**src/rtl/core/sfvd_div_cell.sv**
```systemverilog
// One cell of a restoring divider chain: resolves one quotient bit per lane.
module sfvd_div_cell #(
   parameter int DW    = 33,
   parameter int LW    = 32,
   parameter int QW    = 32,
   parameter int LANES = 1,
   parameter int SW    = 8
) (
   input  logic                        clock,
   input  logic                        reset,
   input  logic                        up_valid,
   input  logic [SW-1:0]               up_side,
   input  logic [DW-1:0]               up_den,
   input  logic [LANES-1:0][DW:0]      up_rem,
   input  logic [LANES-1:0][LW-1:0]    up_lo,
   input  logic [LANES-1:0][QW-1:0]    up_q,
   output logic                        dn_valid,
   output logic [SW-1:0]               dn_side,
   output logic [DW-1:0]               dn_den,
   output logic [LANES-1:0][DW:0]      dn_rem,
   output logic [LANES-1:0][LW-1:0]    dn_lo,
   output logic [LANES-1:0][QW-1:0]    dn_q
);

   logic                     valid_ff;
   logic [SW-1:0]            side_ff;
   logic [DW-1:0]            den_ff;
   logic [LANES-1:0][DW:0]   rem_ff, rem_in;
   logic [LANES-1:0][LW-1:0] lo_ff, lo_in;
   logic [LANES-1:0][QW-1:0] q_ff, q_in;

   always_comb begin
      logic [DW+1:0] acc;
      logic [DW+1:0] den_ext;
      logic [DW+1:0] diff;
      den_ext = {2'b00, up_den};
      for (int l = 0; l < LANES; l++) begin
         acc  = {up_rem[l], up_lo[l][LW-1]};
         diff = acc - den_ext;
         if (acc >= den_ext) begin
            rem_in[l] = diff[DW:0];
            q_in[l]   = {up_q[l][QW-2:0], 1'b1};
         end else begin
            rem_in[l] = acc[DW:0];
            q_in[l]   = {up_q[l][QW-2:0], 1'b0};
         end
         lo_in[l] = {up_lo[l][LW-2:0], 1'b0};
      end
   end

   always_ff @(posedge clock) begin
      if (reset) begin
         valid_ff <= 1'b0;
      end else begin
         valid_ff <= up_valid;
      end
   end

   always_ff @(posedge clock) begin
      side_ff <= up_side;
      den_ff  <= up_den;
      rem_ff  <= rem_in;
      lo_ff   <= lo_in;
      q_ff    <= q_in;
   end

   assign dn_valid = valid_ff;
   assign dn_side  = side_ff;
   assign dn_den   = den_ff;
   assign dn_rem   = rem_ff;
   assign dn_lo    = lo_ff;
   assign dn_q     = q_ff;

endmodule

```
**config.mk**
```make
export PLATFORM = sky130hd
export DESIGN_NAME = sfvd_div_cell
export DESIGN_NICKNAME = d
export VERILOG_FILES = /design/src/rtl/core/sfvd_div_cell.sv
export SDC_FILE = /design/constraint.sdc
export NUM_CORES = 1
export LEC_CHECK = 0
export BUFFER_PORTS_ARGS = -buffer_cell sky130_fd_sc_hd__buf_2
export CELL_PAD_IN_SITES_DETAIL_PLACEMENT = 1
export CELL_PAD_IN_SITES_GLOBAL_PLACEMENT = 1
export CORE_MARGIN = 2
export CORE_UTILIZATION = 23
export CTS_BUF_LIST = sky130_fd_sc_hd__clkbuf_2 sky130_fd_sc_hd__clkbuf_4 sky130_fd_sc_hd__clkbuf_8
export CTS_CLUSTER_DIAMETER = 80
export DETAILED_ROUTE_END_ITERATION = 16
export PLACE_DENSITY = 0.73
export SYNTH_ARGS = -nofsm -noshare
export SYNTH_HDL_FRONTEND = slang
export SYNTH_SLANG_ARGS = --single-unit
```
**constraint.sdc**
```tcl
create_clock -name clock -period 3.06 [get_ports clock]
set_input_delay 0.612 -clock clock [delete_from_list [all_inputs] [get_ports clock]]
set_output_delay 0.612 -clock clock [all_outputs]
set_load 0.02 [all_outputs]
```
# Word level (Yosys, flattened, before mapping)
# Cells that the tools add are included.
# word_totals
ff_bits,139
output_inout_bits,140
wordCells,10
in_bits,142
# classes
order_cmp,1
mux,2
addsub,1
# ops
cell,n
$ge 35x33->1,1
$mux 34,1
$sub 34x33->34,1
$mux 1,1

# Longest topological paths before layout
# Gate-level depths: netlist of the first run.
# logic_depth
depth_word,2
ltp_mapped,13
mapped_depth_nobuf,12

# Worst setup path after synthesis of the first run
# Ideal clock, no wire load.
# synth_path
path_kind,input port to flip-flop
startpoint,input port up_lo[31] in the netlist's numbering
endpoint,register rem_ff (netlist bit dn_rem[12])
setup_ps,118
required_time_ps,2942
path_slack_ps,248
cell_stages,12
n_path_buf,0
t_arrival_ps,2694
path_cell_list,inv_1 ha_1 inv_1 fa_1 a21o_1 a221oi_2 a211oi_1 or2_2 a21o_1 a21oi_1 xor2_1 o21ai_1
# synth_lines
element,line_no,rtl
from (decl),15,"input logic [LANES-1:0][LW-1:0] up_lo,"
to (signal assigned),62,rem_ff <= rem_in;
to (decl),28,"logic [LANES-1:0][DW:0] rem_ff, rem_in;"

==> results of run 1 <==
[metrics by stage]
stage	instance area, sq um	setup WS [ns]	cells	setup TNS (ns)
floorplan	5190	0.248	527	0
global placement	7170	-0.0885	1113	-0.231
detailed placement	7170	-0.137	1113	-0.507
CTS	7550	0.339	1145	0
global route	7550	0.203	1145	0
finish	7550	0.316	1146	0
[cells in the final DEF, fill, tap and decap left out, types with 14 or more instances in the layout]
master	netlist	layout
buf_4	3	42
dfxtp_1	139	139
ha_1	33	33
nor2_1	17	17
clkbuf_8	0	19
xor2_1	14	14
buf_2	10	279
o21ai_0	36	36
a21oi_1	38	38
nand2_1	63	63
inv_1	45	45
[critical path, delay by kind of cell]
family / cells / cell delay (ns)
compound gates: 8 / 1.55
fa+ha+maj: 2 / 0.57
buf+inv: 4 / 0.36
[power by group through the flow]
stage | combinational (mW) | clock (mW) | sequential (mW)
after floorplan | 0.422 | 0 | 2.31
after global placement | 1.13 | 0 | 2.06
after detailed placement | 1.14 | 0 | 2.07
after CTS | 1.15 | 1.55 | 2.03
after global routing | 1.24 | 1.62 | 2.04
final | 1.13 | 1.47 | 2.02
[cell families (layout without fill, tap and decap cells)]
logic type,after synthesis,in the layout,share of synthesized area [%]
muxes,2,2,0.434
DFF,139,139,53.6
and+or+nand+nor,126,126,11.2
other,1,2,0.0722
xor gates and xnor gates,27,27,4.55
AOI/OAI and AO/OA,138,138,16.9
adders and majority gates,34,34,8.34
buffers and inverters,60,398,4.96
[area by class of cell]
class                      count  area share (%)
inverter                      45            2.24
tap                          280            4.64
antenna                        1          0.0331
multi-input combinational    328            28.5
timing repair buffer         321            22.7
clock inverter                13            1.57
sequential                   139            36.9
clock buffer                  19            3.46
[worst max-delay path by stage]
stage | end | slack (ns) | cells past startpoint | startpoint
final | dn_rem[20] | 0.32 | 14 | up_lo[31]
after global placement | dn_rem[20] | -0.09 | 14 | up_lo[31]
after global routing | dn_rem[20] | 0.20 | 14 | up_lo[31]
after CTS | dn_rem[20] | 0.34 | 14 | up_lo[31]
after floorplan | dn_rem[12] | 0.25 | 12 | up_lo[31]
after detailed placement | dn_rem[20] | -0.14 | 14 | up_lo[31]
[registers in the layout, indices dropped and copies added, names as in the netlist]
name,flops
dn_den,33
dn_lo,31
dn_q,32
dn_rem,34
dn_side,8
dn_valid,1
[layer usage]
layer / global-route usage (%) / share of wire (%) / vias to the layer above
met5: 0 / 0 / -
met4: 4.59 / 1.0 / 0
met3: 4.51 / 6.9 / 13
met2: 28.4 / 53 / 161
met1: 15.4 / 39 / 2269
li1: - / - / 2460
==> out/results.ini, run 1 <==
[status]
status = finished, final reports clean

[pwr]
p_sw_mw = 1.55
power_density_nw_per_um2 = 612
share_comb_of_total_power_pct = 24.4
total_power_mw = 4.62
ir_drop_mv = 0.193
clkPwrFrac_pct = 31.8
pwr-share-seq_pct = 43.8
switching_share_pct = 33.6
p_leak_nw = 3.77
p_int_mw = 3.07

[floorplanning]
chipHeight_microns = 154
initial_core_util_pct = 23.6
core-area_sq_um = 22000
die_x_microns = 154
rows = 54
io_pins = 282
dieArea_sq_um = 23800

[synth]
synthArstFlopShare_pct = 0
synth_area_leaders = dfxtp_1, ha_1, nand2_1
synthTopCellsByCount = dfxtp_1, nand2_1, inv_1, a21oi_1, o21ai_0
yosysTopAreaCell = dfxtp_1
synth_cell_types = 54
ys.flop_type = dfxtp_1
synth.avg_cell_area_sq_um = 9.86
ys_warn_count = 0
ys_seq_area_share_pct = 53.6
synth_area_sq_um = 5190
synth_top_area_share_pct = 53.6
syn_nets = 703
syn-instance-count = 527
ys_seq_elements = 139
synth_edf_count = 0
synth.most_common_cell = dfxtp_1

[worst_setup_path]
cp_slowest_stage_delay_ns = 0.39
crit_slowest_cell = fa_1
worstPathArrival_ns = 3.10
cp_max_fo = 3
crit_type = primary input to flop
critPathLaunchType = primary input
cp.required_ns = 3.42
end_kind = flop
cp_cell_sequence = buf_2 -> inv_1 -> ha_1 -> inv_1 -> fa_1 -> a21o_1 -> a221oi_2 -> a211oi_1 -> o21ai_2 -> buf_4 -> a211oi_1 -> o31a_1 -> o21a_1 -> o31ai_1

[cts]
post_cts_buffers = 0
htree_levels = 4
clkTransAtPathRegs_ns = 0.10
numCtsBuffers = 17
cts_hold_buf = 0
post_cts_resized = 0
cts.sinks = 139
cts_tree = yes
cts.path.max_buffers = 2
cts_root_buf = clkbuf_8

[grt]
grt_antenna_before_repair = 0
grt_pass1_wl_mm = 27.3
grtUsageTotal_pct = 14.8
grt_max_degree = 25
grt_pass1_vias = 5112
grt_remaining_overflow = 0

[cells_and_area]
seqCellArea_sq_um = 2780
drive_above_1_share_pct = 42.2
final_util_pct = 34.3
area_growth_pct = 45.4
fin_nets = 1028
multi_input_area_sq_um = 2150
n_fill_cell = 2641

[routing]
drc = 0
vias = 4903
drtAntennaViolNets = 0
wl_mm = 17.7
drt_iter0_drc = 205
wl_per_cell_microns = 15.4
vias_per_cell = 4.28
detail_route.first_pass.iterations = 4

[min_path]
min-delay-start = up_lo[30]
worstHoldPathType = primary input to flop
hold_end = dn_lo[31]
min_path_cells = 1

[place]
gp_congestion = 0.850
portBuffers = 279
dp_hpwl_mm = 14.7

[timing]
fmax_ghz = 0.364
whs_ns = 0.246
final-max-slew-violation-count = 0
setup_viol = 0
grt_setup_unrepaired = false
slew_headroom_pct = 66.7
worst_pin_slew_ns = 0.487
min_period_over_period_pct = 89.7
finalHoldViolations = 0
final.min_clock_period_ns = 2.74

[flow_run]
maxCapViolCount = 0

Power figures use the tool's default switching activity.
==> run 2: changes to the inputs <==
==> constraint.sdc (replaced) <==
create_clock -name clock -period 3.06 [get_ports clock]
set_input_delay 0.765 -clock clock [delete_from_list [all_inputs] [get_ports clock]]
set_output_delay 0.765 -clock clock [all_outputs]
set_load 0.02 [all_outputs]
==> out/results.ini, run 2 (synthesis gave the netlist of run 1 again) <==
[cts]
cts_hold_buf = 0  ; unchanged
cts.path.max_buffers = 2  ; unchanged
post_cts_buffers = 0  ; unchanged
cts.sinks = 139  ; unchanged
cts_root_buf = clkbuf_8
post_cts_resized = 0  ; unchanged
cts_tree = yes
htree_levels = 4  ; unchanged
clkTransAtPathRegs_ns = 0.10  ; about the same
numCtsBuffers = 17  ; unchanged

[cells_and_area]
n_fill_cell = 2652  ; +0.42%
n_antenna_cell = 0  ; -1
layout_common_cells = buf_2, dfxtp_1, buf_4, nand2_1, inv_1
drive_above_1_share_pct = 44.5  ; +2.3 points
fin_nets = 1064  ; +3.5%
area_growth_pct = 51.0
largest_reg_flops = 34  ; unchanged
instances_no_fill = 1181  ; +3.1%
final_common_cell = buf_2

[floorplanning]
chipHeight_microns = 154  ; unchanged
initial_core_util_pct = 23.6  ; unchanged
dieArea_sq_um = 23800  ; unchanged
io_pins = 282  ; unchanged
core-area_sq_um = 22000  ; unchanged
die_x_microns = 154  ; unchanged
rows = 54  ; unchanged

[status]
status = finished, final reports clean

[worst_setup_path]
cp_max_fo = 3  ; unchanged
end_kind = flop
cp.required_ns = 3.38  ; -0.04 ns
critPathLaunchType = primary input
worstPathArrival_ns = 3.24  ; +0.14 ns
crit_type = primary input to flop

[grt]
grt_remaining_overflow = 0  ; unchanged
grt_pass1_vias = 5307  ; +3.8%
grt_pass1_wl_mm = 27.6  ; +0.98%
grtUsageTotal_pct = 14.9  ; +0.075 points
grt_max_degree = 25  ; unchanged
grt_antenna_before_repair = 0  ; unchanged

[place]
gp_congestion = 0.841  ; -1.0%
portBuffers = 279  ; unchanged
dp_cells = 1149  ; +3.2%
place_ws_ns = -0.285  ; -0.148 ns
dp_hpwl_mm = 15.1  ; +2.7%

[routing]
wl_mm = 18.1  ; +2.4%
drc = 0  ; unchanged
vias_per_cell = 4.28  ; about the same
vias = 5054  ; +3.1%
wl_per_cell_microns = 15.3  ; -0.68%
detail_route.first_pass.iterations = 4  ; unchanged
drtAntennaViolNets = 0  ; unchanged
drt_iter0_drc = 217  ; +5.9%

[pwr]
p_leak_nw = 3.97  ; +5.2%
ir_drop_mv = 0.230  ; +19%
power_density_nw_per_um2 = 609  ; -0.52%

[timing]
whs_ns = 0.415  ; +0.168 ns
setup_viol = 0  ; unchanged
final.min_clock_period_ns = 2.92  ; +0.176 ns
final-max-slew-violation-count = 0  ; unchanged
finalHoldViolations = 0  ; unchanged
min_period_over_period_pct = 95.4  ; +5.8 points
fin_ws_ns = 0.140  ; -0.176 ns
grt_setup_unrepaired = false
fmax_ghz = 0.342  ; -6.0%
tns_ns = 0  ; unchanged

[min_path]
worstHoldPathType = primary input to flop

[flow_run]
maxCapViolCount = 0  ; unchanged

==> run 2: cell count changes in the layout (fill, tap and decap cells not counted), sizes merged <==
cell / before / now
buf: 321 / 357
clkbuf: 19 / 17
clkinvlp: 2 / 0
inv: 54 / 56
bufinv: 0 / 1
clkinv: 2 / 3
diode: 1 / 0
==> run 2: stage by stage <==
step / total power, mW / cell area (sq um) / utilization, %
2_1_floorplan: 2.73 / 5190 / -
3_3_place_gp: 3.25 / 7440 / 33.8
3_5_place_dp: 3.27 / 7440 / 33.8
4_1_cts: 4.87 / 7850 / 35.6
5_1_grt: 5.05 / 7850 / 35.6
6_report: 4.78 / 7850 / 35.6
==> run 2: layout make-up <==
cell class / instances / area, sq um / area share, %
Sequential cell: 139 / 2780 / 35.5
Multi-Input combinational cell: 328 / 2150 / 27.4
Timing Repair Buffer: 357 / 1980 / 25.3
Tap cell: 280 / 350 / 4.47
Clock buffer: 17 / 234 / 2.98
Clock inverter: 15 / 174 / 2.22
Inverter: 45 / 169 / 2.15
==> run 2: final timing paths <==
path | startpoint | end | cells after the start
max | up_lo[31] | dn_rem[28] | 14
min | up_q[9] | dn_q[10] | 1
==> run 2: where the power goes <==
part | internal [mW] | total [mW] | switching, mW
Sequential | 1.99 | 2.03 | 0.0387
Clock | 0.695 | 1.57 | 0.872
Combinational | 0.487 | 1.19 | 0.699
Total | 3.17 | 4.78 | 1.61
==> run 2: worst max-delay path, stage by stage <==
cell	delay (ns)
buf_2	0.11
inv_1	0.05
ha_1	0.17
inv_1	0.06
fa_1	0.38
a21o_1	0.23
a221oi_2	0.32
a211oi_1	0.16
o21ai_2	0.19
buf_4	0.15
a211oi_1	0.07
nor3_1	0.26
xor2_1	0.23
o21ai_0	0.11
==> run 2: metal layers <==
metal	global-route usage (%)	vias up	wire length (microns)
li1	-	2528	-
met5	0	-	0
met3	4.37	9	1280
met2	28.6	169	9650
met4	4.45	0	221
met1	15.6	2348	6920
