==> config.mk <==
export PLATFORM = sky130hd
export DESIGN_NAME = sfvd_sqrt_cell
export DESIGN_NICKNAME = d
export VERILOG_FILES = /design/src/rtl/core/sfvd_sqrt_cell.sv
export SDC_FILE = /design/constraint.sdc
export NUM_CORES = 1
export LEC_CHECK = 0
export BUFFER_PORTS_ARGS = -buffer_cell sky130_fd_sc_hd__buf_2
export CAP_MARGIN = 25
export CORE_AREA = 5 5 215 217
export CTS_CLUSTER_DIAMETER = 50
export DETAILED_ROUTE_END_ITERATION = 6
export DIE_AREA = 0 0 220 222
export PLACE_DENSITY = 0.48
export REMOVE_ABC_BUFFERS = 1
export SLEW_MARGIN = 30
export SYNTH_ARGS = -nofsm -noshare
export SYNTH_HDL_FRONTEND = slang
export SYNTH_SLANG_ARGS = --single-unit
==> constraint.sdc <==
create_clock -name clock -period 6.8 [get_ports clock]
set_input_delay 0.34 -clock clock [delete_from_list [all_inputs] [get_ports clock]]
set_output_delay 0.34 -clock clock [all_outputs]
set_load 0.005 [all_outputs]
==> src/rtl/core/sfvd_sqrt_cell.sv <==
// One cell of the square root chain: resolves one root bit per lane.
module sfvd_sqrt_cell #(
   parameter int NR    = 33,
   parameter int LANES = 2,
   parameter int SW    = 8
) (
   input  logic                              clock,
   input  logic                              reset,
   input  logic                              up_valid,
   input  logic [SW-1:0]                     up_side,
   input  logic [LANES-1:0][2*NR-1:0]        up_x,
   input  logic [LANES-1:0][NR+1:0]          up_rem,
   input  logic [LANES-1:0][NR-1:0]          up_root,
   output logic                              dn_valid,
   output logic [SW-1:0]                     dn_side,
   output logic [LANES-1:0][2*NR-1:0]        dn_x,
   output logic [LANES-1:0][NR+1:0]          dn_rem,
   output logic [LANES-1:0][NR-1:0]          dn_root
);

   logic                       valid_ff;
   logic [SW-1:0]              side_ff;
   logic [LANES-1:0][2*NR-1:0] x_ff, x_in;
   logic [LANES-1:0][NR+1:0]   rem_ff, rem_in;
   logic [LANES-1:0][NR-1:0]   root_ff, root_in;

   always_comb begin
      logic [NR+3:0] acc;
      logic [NR+3:0] trial;
      logic [NR+3:0] diff;
      for (int l = 0; l < LANES; l++) begin
         // Bring down the next two bits of the radicand and try a one bit.
         acc   = {up_rem[l], up_x[l][2*NR-1 -: 2]};
         trial = {2'b00, up_root[l], 2'b01};
         diff  = acc - trial;
         if (acc >= trial) begin
            rem_in[l]  = diff[NR+1:0];
            root_in[l] = {up_root[l][NR-2:0], 1'b1};
         end else begin
            rem_in[l]  = acc[NR+1:0];
            root_in[l] = {up_root[l][NR-2:0], 1'b0};
         end
         x_in[l] = {up_x[l][2*NR-3:0], 2'b00};
      end
   end

   always_ff @(posedge clock) begin
      if (reset) begin
         valid_ff <= 1'b0;
      end else begin
         valid_ff <= up_valid;
      end
   end

   always_ff @(posedge clock) begin
      side_ff <= up_side;
      x_ff    <= x_in;
      rem_ff  <= rem_in;
      root_ff <= root_in;
   end

   assign dn_valid = valid_ff;
   assign dn_side  = side_ff;
   assign dn_x     = x_ff;
   assign dn_rem   = rem_ff;
   assign dn_root  = root_ff;

endmodule

Yosys cells after proc, flatten, opt, wreduce, memory -nomap -nowiden
Cells that the tools add are included.

cells by class
  $add $sub $neg = 2
  $lt $le $gt $ge = 2
  multiplexer cells = 4

operators by type and width
  operator                                          count
  37-bit by 35-bit >= comparator with 1-bit output  2
  35-bit two-way mux                                2
  35-bit subtractor                                 2
  1-bit two-way mux                                 2

word-level totals
  register bits after elaboration = 273
  word-level logic and storage cells = 16

Depth between registers and ports, before layout
Gate-level depths: netlist of the first run.

  depth in word-level cells = 2
  depth in mapped cells = 12

Least setup slack after synthesis of the first run
Ideal clock, no wire load.

  path kind = input port to flip-flop
  from = in up_root[9] (netlist name)
  to = reg rem_ff (netlist bit dn_rem[10])
  arrival time = 2.797 ns
  path slack = 3.881 ns
  stages on the path = 12
  path buffers = 2
  cell sequence = inv_1 > ha_1 > buf_2 > o21a_1 > o211ai_1 > a211o_1 > a311o_2 > a21boi_2 > a31oi_2 > o21ai_4 > buf_6 > mux2_4

RTL lines
  element                 RTL line  source
  start: declaration      13        input logic [LANES-1:0][NR-1:0] up_root,
  end signal: assignment  58        rem_ff <= rem_in;
  end: declaration        24        logic [LANES-1:0][NR+1:0] rem_ff, rem_in;

==> results of run 1 <==
-- final timing paths --
check | depth (start not counted) | slack (ns) | from | endpoint
setup / recovery | 13 | 3.18 | up_root[0] | dn_rem[5]
hold / removal | 2 | 0.05 | up_rem[25] | dn_rem[27]
-- critical path, stage by stage --
cell and delay, ns:
dlygate4sd3_1 0.51, buf_2 0.12, inv_1 0.05, ha_1 0.33, o21ai_0 0.15, a211oi_2 0.49, a221oi_4 0.14, a311o_2 0.40
a21boi_2 0.26, a31oi_2 0.15, o21ai_4 0.13, buf_4 0.55, mux2_2 0.41
-- cell type report --
| cell class | count | area, sq um | share of cell area (%) |
|---|---|---|---|
| Sequential cell | 273 | 5465 | 31.48 |
| Timing Repair Buffer | 757 | 4815 | 27.74 |
| Multi-Input combinational cell | 621 | 4602 | 26.51 |
| Clock buffer | 51 | 1114 | 6.415 |
| Tap cell | 592 | 740.7 | 4.267 |
| Inverter | 86 | 322.8 | 1.860 |
| Clock inverter | 20 | 290.3 | 1.672 |
| Antenna cell | 4 | 10.01 | 0.05766 |
-- layout by cell type, fill, tap and decap left out, types with 20 or more instances in the layout --
cell	netlist	routed
buf_2	3	551
dfxtp_1	273	273
dlygate4sd3_1	0	204
inv_1	86	86
a21oi_1	82	82
ha_1	70	70
nor2_1	58	58
nand2_1	47	46
clkbuf_16	0	41
o21ai_0	38	38
xnor2_1	38	38
a21o_1	29	29
mux2_4	27	27
xor2_1	20	20
-- layer usage --
metal / vias up / GRT usage [%] / part of all wire [%]
met4: 10 / 6.926 / 4.0
met5: - / 0 / 0.13
met2: 407 / 29.25 / 51
met1: 4645 / 15.67 / 36
met3: 106 / 5.872 / 8.9
li1: 5062 / - / -
-- cells by family after synthesis --
kind of cell / count (synthesis) / synth area share, %
and+or+nand+nor: 207 / 9.743
DFF: 273 / 51.96
buffers and inverters: 114 / 4.461
other: 1 / 0.03565
AOI/OAI and AO/OA: 238 / 15.00
xor gates and xnor gates: 58 / 4.830
adders and majority gates: 70 / 8.327
muxes: 44 / 5.639
-- through the flow --
step,hold WS (ns),cells
floorplan,0.3677,980
global placement,0.4422,2125
detailed placement,0.4436,2125
CTS,0.0003070,2400
global route,0.004228,2402
finish,0.04502,2404
-- power groups by stage --
stage	registers (W)	logic, W	clock network [W]
after floorplan	0.00186	0.000425	0
after global placement	0.00185	0.000839	0
after detailed placement	0.00184	0.000840	0
after CTS	0.00181	0.000938	0.00221
after global routing	0.00182	0.00102	0.00228
final	0.00181	0.000925	0.00213
-- sequential cells by signal, indices dropped and copies added, names as in the netlist --
register	cells
dn_rem	70
dn_x	128
dn_side	8
dn_valid	1
dn_root	66
==> impl_metrics.ini, run 1 <==
[status]
outcome = finished clean

[synthesis]
synth_edf_count = 0
synth.top_cells.by_count = dfxtp_1, inv_1, a21oi_1
netlist_area_sq_um = 10520
avgSynthCellArea_sq_um = 10.47
synth_flop_cell = dfxtp_1
ys_warn_count = 0
yosys.area.top_type = dfxtp_1
yosysMostFrequentCell = dfxtp_1
yosysUniqueCellTypes = 76
synth_area_leaders = dfxtp_1, ha_1, a21oi_1, mux2_4, xnor2_1
yosysSeqAreaShare_pct = 51.96
ys_ff_latch = 273
syn_inst = 1005
async_reset_ff_share_pct = 0
yosys.area.top_type_share_pct = 51.96

[cts]
ctsRootBufferMaster = clkbuf_16
ctsResizeCount = 0
ctsLongestPathBuffers = 3
clk_pin_slew_ns = 0.06
cts_hold_buf = 204
clock-sinks = 273
htreeDepth = 2
post_cts.repair.setup_buffers = 0
numCtsBuffers = 40
cts_tree = built

[power_and_ir_drop]
comb_power_share_pct = 19.0
pwr_density_cell_nw_per_um2 = 280.5
power_w = 0.004870
power_leakage_nw = 8.548
power_frac_clock_pct = 43.8
p_switching_w = 0.001288
ir_worst_vdd_mv = 0.1812
intPower_w = 0.003582
switching_share_pct = 26.45
seqPwrFrac_pct = 37.2

[cells_and_area]
area_growth_pct = 65.05
layout.nets = 2128
final_layout_size_suffix_gt1_share_pct = 37.33
nFillCells = 4374
fin_util_pct = 39.51
final_cell_area_sq_um = 17360

[timing]
rsz0062_at_grt = no
period_share_pct = 53.27
final_max_slew_viol_count = 0
setup_viol = 0
timing.fmax_ghz = 0.2761
setup_slack_ns = 3.178
fin_tns_setup_ns = 0
hold_violations = 0
tightest_slew_ns = 0.8185
min_period_ns = 3.622
timing.slew.headroom_pct = 44.02

[routing]
drtPass1Iterations = 5
viasPerCell = 4.255
drt_iter0_markers = 365
drtAntennaViolNets = 0
wire_per_inst_um = 16.93
drc_errors = 0
finalWirelength_mm = 40.69
vias = 10230

[critical_path]
cp_max_fo = 36
cp.required_ns = 7.22
setup.worst_path.start_class = input pin
end_kind = register
worstSetupPathType = input pin to register
arrival_ns = 4.04

[place]
place.gp.congestion = 0.8430
pre_cts_slack_ns = 3.119
placed_cell_area_sq_um = 13900
hpwl_mm = 31.78
io_buffer_count = 551

[floorplanning]
die_area_sq_um = 48840
num_rows = 77
die_w_um = 220
chipHeight_um = 222
core_sq_um = 43930
start_util_pct = 23.94
ios = 556

[grt]
antenna_found_initial = 8
grt-ovfl-total = 0
grt_pass1_wl_mm = 60.83
grt_use_total_pct = 15.83
grt_pass1_vias = 10960
grt_max_degree = 61

[min_path]
hp-class = input pin to register

[job]
drv_cap = 0
(Power assumes the default switching activity.)
==> inputs of run 2 (changes only) <==
--- a/config.mk
+++ b/config.mk
@@ -7,11 +7,11 @@
 export LEC_CHECK = 0
 export BUFFER_PORTS_ARGS = -buffer_cell sky130_fd_sc_hd__buf_2
 export CAP_MARGIN = 25
-export CORE_AREA = 5 5 215 217
+export CORE_AREA = 5 5 212 214
 export CTS_CLUSTER_DIAMETER = 50
 export DETAILED_ROUTE_END_ITERATION = 6
-export DIE_AREA = 0 0 220 222
-export PLACE_DENSITY = 0.48
+export DIE_AREA = 0 0 217 219
+export PLACE_DENSITY = 0.49
 export REMOVE_ABC_BUFFERS = 1
 export SLEW_MARGIN = 30
 export SYNTH_ARGS = -nofsm -noshare
==> constraint.sdc (replaced) <==
create_clock -name clock -period 3.6 [get_ports clock]
set_input_delay 0.18 -clock clock [delete_from_list [all_inputs] [get_ports clock]]
set_output_delay 0.18 -clock clock [all_outputs]
set_load 0.005 [all_outputs]
==> run 2 against run 1 <==
- largest cell class is now buffers
- sequential cell count stayed put
- sequential power grew 89%
- utilization rose by 2.9 points
- largest power group unchanged
- power rose by 90%
- clock power rose by 87%
- final area increased by 4.3%
- worst hold slack improved by 0.041 ns
==> impl_metrics.ini, run 2 (synthesized netlist as in run 1, its figures left out) <==
[floorplanning]
die_area_sq_um = 47520
core_sq_um = 42700
chipHeight_um = 219
ios = 556
start_util_pct = 24.63
die_w_um = 217
num_rows = 76

[cells_and_area]
nFillCells = 4030
instances_no_fill = 2441
mostFrequentLayoutCells = buf_2, dfxtp_1, dlygate4sd3_1, inv_1, a21oi_1
area_growth_pct = 72.21
largest_register_ffs = 128
final_layout_size_suffix_gt1_share_pct = 36.44
layout.nets = 2210
mostFrequentLayoutCell = buf_2

[routing]
finalWirelength_mm = 41.26
drc_errors = 0
drtAntennaViolNets = 0
vias = 10550
wire_per_inst_um = 16.90
drtPass1Iterations = 4
drt_iter0_markers = 398
viasPerCell = 4.322

[power_and_ir_drop]
comb_power_share_pct = 19.9
ir_worst_vdd_mv = 0.3657
seqPwrFrac_pct = 37.0
power_leakage_nw = 8.914
switching_share_pct = 26.35
p_switching_w = 0.002435
pwr_density_cell_nw_per_um2 = 510.3
power_frac_clock_pct = 43.2
intPower_w = 0.006808

[critical_path]
max_stage_delay_ns = 0.55
cp_max_fo = 20
arrival_ns = 3.73
setup.worst_path.start_class = input pin
worstSetupPathType = input pin to register
end_kind = register
worstPathCellList = dlygate4sd3_1 > buf_2 > inv_1 > ha_1 > and3_1 > o211ai_1 > a211o_1 > a311o_2 > a21boi_2 > a31oi_2 > o21ai_4 > buf_12 > mux2_2
cpMaxStageDelayCell = dlygate4sd3_1
cp.required_ns = 4.01

[cts]
htreeDepth = 2
clk_pin_slew_ns = 0.05
clock-sinks = 273
ctsResizeCount = 0
cts_tree = built
numCtsBuffers = 39
ctsLongestPathBuffers = 3
ctsRootBufferMaster = clkbuf_16

[timing]
hold_violations = 0
rsz0062_at_grt = no
tightest_slew_ns = 0.8136
final_max_slew_viol_count = 0
timing.slew.headroom_pct = 44.36
min_period_ns = 3.317
fin_tns_setup_ns = 0
timing.fmax_ghz = 0.3014
period_share_pct = 92.15
setup_viol = 0

[place]
place.gp.congestion = 0.8876
io_buffer_count = 551
hpwl_mm = 31.64
dp_cells = 2094

[min_path]
holdPathStages = 4
hold_path_end = dn_rem[68]
hp-class = input pin to register
min_from = up_rem[69]

[grt]
grt-ovfl-total = 0
grt_max_degree = 28
antenna_found_initial = 6
grt_pass1_wl_mm = 62.78
grt_use_total_pct = 16.56
grt_pass1_vias = 11500

[job]
drv_cap = 0

[status]
outcome = finished clean
-- run 2: power by group through the flow --
stage | logic [W] | registers, W | clock network (W)
global route | 0.00202 | 0.00344 | 0.00426
global placement | 0.00160 | 0.00348 | 0
CTS | 0.00185 | 0.00342 | 0.00411
floorplan | 0.000803 | 0.00351 | 0
finish | 0.00184 | 0.00342 | 0.00399
detailed placement | 0.00160 | 0.00347 | 0
-- run 2: layout make-up --
cell class / count / area (sq um) / share of cell area [%]
clock buffer: 51 / 1104 / 6.093
sequential: 273 / 5465 / 30.17
inverter: 86 / 322.8 / 1.782
clock inverter: 20 / 285.3 / 1.575
antenna: 4 / 10.01 / 0.05526
tap: 546 / 683.2 / 3.772
timing repair buffer: 840 / 5645 / 31.17
multi-input combinational: 621 / 4597 / 25.38
-- run 2: worst max-delay path by stage --
stage / end / slack (ns) / from
floorplan: dn_rem[69] / 0.30 / up_root[34]
global placement: dn_rem[5] / 0.38 / up_root[13]
detailed placement: dn_rem[6] / 0.30 / up_root[13]
CTS: dn_rem[6] / 0.32 / up_rem[10]
global route: dn_rem[6] / 0.12 / up_root[13]
finish: dn_rem[4] / 0.28 / up_root[13]
-- run 2: worst max-delay path, delay by kind of cell --
| kind | cells | cell delay [ns] |
|---|---|---|
| buf+inv | 4 | 0.95 |
| mux | 1 | 0.36 |
| compound gates | 6 | 1.65 |
| fa+ha+maj | 1 | 0.39 |
| simple gates | 1 | 0.19 |
-- run 2: timing repair --
action	4_1_cts	5_1_grt
setup buffers	0	0
hold buffers	272	0
endpoints found under the setup margin	0	0
endpoints found under the hold margin	271	0
-- run 2: routing by layer --
metal	vias up	GRT usage (%)	wire length [um]
li1	5216	-	-
met1	4882	17.56	15370
met2	383	31.57	21850
met3	68	5.146	3054
met4	2	4.635	972
met5	-	0	13
-- run 2: metrics by stage --
| stage | power (W) | area (sq um) | worst slack, ns | hold WS [ns] | utilization (%) |
|---|---|---|---|---|---|
| global placement | 0.005076 | 13990 | 0.3818 | 0.2823 | 32.77 |
| floorplan | 0.004310 | 10380 | 0.2976 | 0.2077 | - |
| global route | 0.009724 | 18110 | 0.1247 | 0.1019 | 42.41 |
| finish | 0.009243 | 18110 | 0.2827 | 0.08644 | 42.42 |
| detailed placement | 0.005075 | 13990 | 0.3019 | 0.2836 | 32.77 |
| CTS | 0.009381 | 18100 | 0.3243 | 0.04645 | 42.40 |
==> inputs of run 3 (changes only) <==
--- a/config.mk
+++ b/config.mk
@@ -5,13 +5,15 @@
 export SDC_FILE = /design/constraint.sdc
 export NUM_CORES = 1
 export LEC_CHECK = 0
+export ABC_AREA = 1
 export BUFFER_PORTS_ARGS = -buffer_cell sky130_fd_sc_hd__buf_2
 export CAP_MARGIN = 25
-export CORE_AREA = 5 5 212 214
+export CORE_AREA = 5 5 216 218
 export CTS_CLUSTER_DIAMETER = 50
 export DETAILED_ROUTE_END_ITERATION = 6
-export DIE_AREA = 0 0 217 219
-export PLACE_DENSITY = 0.49
+export DIE_AREA = 0 0 221 223
+export GPL_TIMING_DRIVEN = 0
+export PLACE_DENSITY = 0.52
 export REMOVE_ABC_BUFFERS = 1
 export SLEW_MARGIN = 30
 export SYNTH_ARGS = -nofsm -noshare
==> run 3 against run 2 <==
- worst setup slack improved by 0.61 ns
- count of clock-buffer cells in the layout decreased by 5
- critical path depth decreased by 2
- final area increased by 8.8%
- critical path type unchanged
==> impl_metrics.ini, run 3 <==
[status]
outcome = finished clean

[power_and_ir_drop]
power_frac_clock_pct = 41.2
comb_power_share_pct = 21.3
p_switching_w = 0.002604
seqPwrFrac_pct = 37.5
power_leakage_nw = 10.51
intPower_w = 0.006418
power_w = 0.009022
ir_worst_vdd_mv = 0.3417
switching_share_pct = 28.86
pwr_density_cell_nw_per_um2 = 458.0

[cells_and_area]
area_growth_pct = 58.90
largest_register_ffs = 128
mostFrequentLayoutCell = buf_2
final_layout_size_suffix_gt1_share_pct = 28.80
layout.nets = 2814
mostFrequentLayoutCells = buf_2, nand2_1, dfxtp_1, inv_1, dlygate4sd3_1

[floorplanning]
core_sq_um = 44700
num_rows = 78
start_util_pct = 27.73
ios = 556
die_area_sq_um = 49280
chipHeight_um = 223
die_w_um = 221

[grt]
grt_pass1_vias = 13730
grt_max_degree = 53
grt_pass1_wl_mm = 74.75
antenna_found_initial = 3
grt_use_total_pct = 18.72
grt-ovfl-total = 0

[synthesis]
avgSynthCellArea_sq_um = 7.643
yosysUniqueCellTypes = 38
yosys.area.top_type_share_pct = 44.09
synth_flop_cell = dfxtp_1
synth_area_leaders = dfxtp_1, nand2_1, inv_1, ha_1, nand3_2
yosysMostFrequentCell = nand2_1
synth.top_cells.by_count = nand2_1, dfxtp_1, inv_1
ys_warn_count = 0
async_reset_ff_share_pct = 0
netlist_area_sq_um = 12400
ys_ff_latch = 273
syn_inst = 1622
yosys.area.top_type = dfxtp_1
synth_edf_count = 0
yosysSeqAreaShare_pct = 44.09

[place]
pre_cts_slack_ns = 0.8353
io_buffer_count = 551
hpwl_mm = 37.42
place.gp.congestion = 0.9393

[critical_path]
cp.required_ns = 4.02
end_kind = register
setup.worst_path.start_class = input pin
cp_max_fo = 52
worstSetupPathType = input pin to register
arrival_ns = 3.13

[routing]
drt_iter0_markers = 585
vias = 13200
finalWirelength_mm = 48.79
drc_errors = 0
viasPerCell = 4.266
drtAntennaViolNets = 0
wire_per_inst_um = 15.76
drtPass1Iterations = 5

[cts]
numCtsBuffers = 39
htreeDepth = 2
clk_pin_slew_ns = 0.05
cts_tree = built
clock-sinks = 273
ctsRootBufferMaster = clkbuf_16
ctsResizeCount = 0
post_cts.repair.setup_buffers = 0
cts_hold_buf = 271
ctsLongestPathBuffers = 3

[job]
drv_cap = 0

[timing]
timing.slew.headroom_pct = 38.37
min_period_ns = 2.704
setup_slack_ns = 0.8962
period_share_pct = 75.11
fin_tns_setup_ns = 0
setup_viol = 0
timing.fmax_ghz = 0.3698
tightest_slew_ns = 0.9227
final_max_slew_viol_count = 0
hold_violations = 0
rsz0062_at_grt = no
whs_ns = 0.03787

[min_path]
holdPathStages = 3
hp-class = input pin to register
## run 3: final timing paths
path                   startpoint         to  slack, ns
worst max-delay path  up_root[22]  dn_rem[5]       0.90
worst min-delay path     up_x[65]  dn_rem[1]       0.04
## run 3: critical path, stage by stage
cell,delay (ns)
dlygate4sd3_1,0.54
buf_2,0.13
inv_1,0.05
ha_1,0.36
a21oi_1,0.24
nand2_1,0.12
nand2_1,0.08
nand2_1,0.08
a21oi_2,0.17
nand4_4,0.72
o21ai_1,0.43
## run 3: layer usage
metal	vias up	part of all wire [%]	GRT usage, %
met3	107	6.4	4.974
met5	-	0	0
met2	447	49	33.15
met4	0	3.7	7.063
li1	6720	-	-
met1	5930	41	21.70
## run 3: stage by stage
step                instances  instance area, sq um  utilization [%]
floorplan                1602                 12190                -
global placement         2753                 15700            35.12
detailed placement       2753                 15700            35.13
CTS                      3090                 19690            44.04
global route             3093                 19690            44.06
finish                   3095                 19700            44.07
## run 3: cell type report
type | instances | area [sq um]
Sequential cell | 273 | 5465
Clock buffer | 46 | 1044
Fill cell | 4493 | 25000
Tap cell | 600 | 750.7
Timing Repair Buffer | 822 | 5470
Clock inverter | 20 | 226.5
Antenna cell | 5 | 12.51
Multi-Input combinational cell | 1055 | 5702
Inverter | 274 | 1028
## run 3: power by group through the flow
stage	clock network, W	registers, W	logic, W
global placement	0	0.00344	0.00167
global route	0.00397	0.00341	0.00213
finish	0.00372	0.00339	0.00192
floorplan	0	0.00348	0.000853
detailed placement	0	0.00344	0.00167
CTS	0.00383	0.00338	0.00193
## run 3: logic make-up (layout without fill, tap and decap cells)
group	count (synthesis)	in the layout	share of synthesized area [%]
compound gates	95	95	4.380
xor+xnor	34	34	2.402
fa+ha+maj	70	70	7.065
buf+inv	297	1162	10.05
flops	273	273	44.09
other cells	1	9	0.03025
simple gates	852	852	31.98
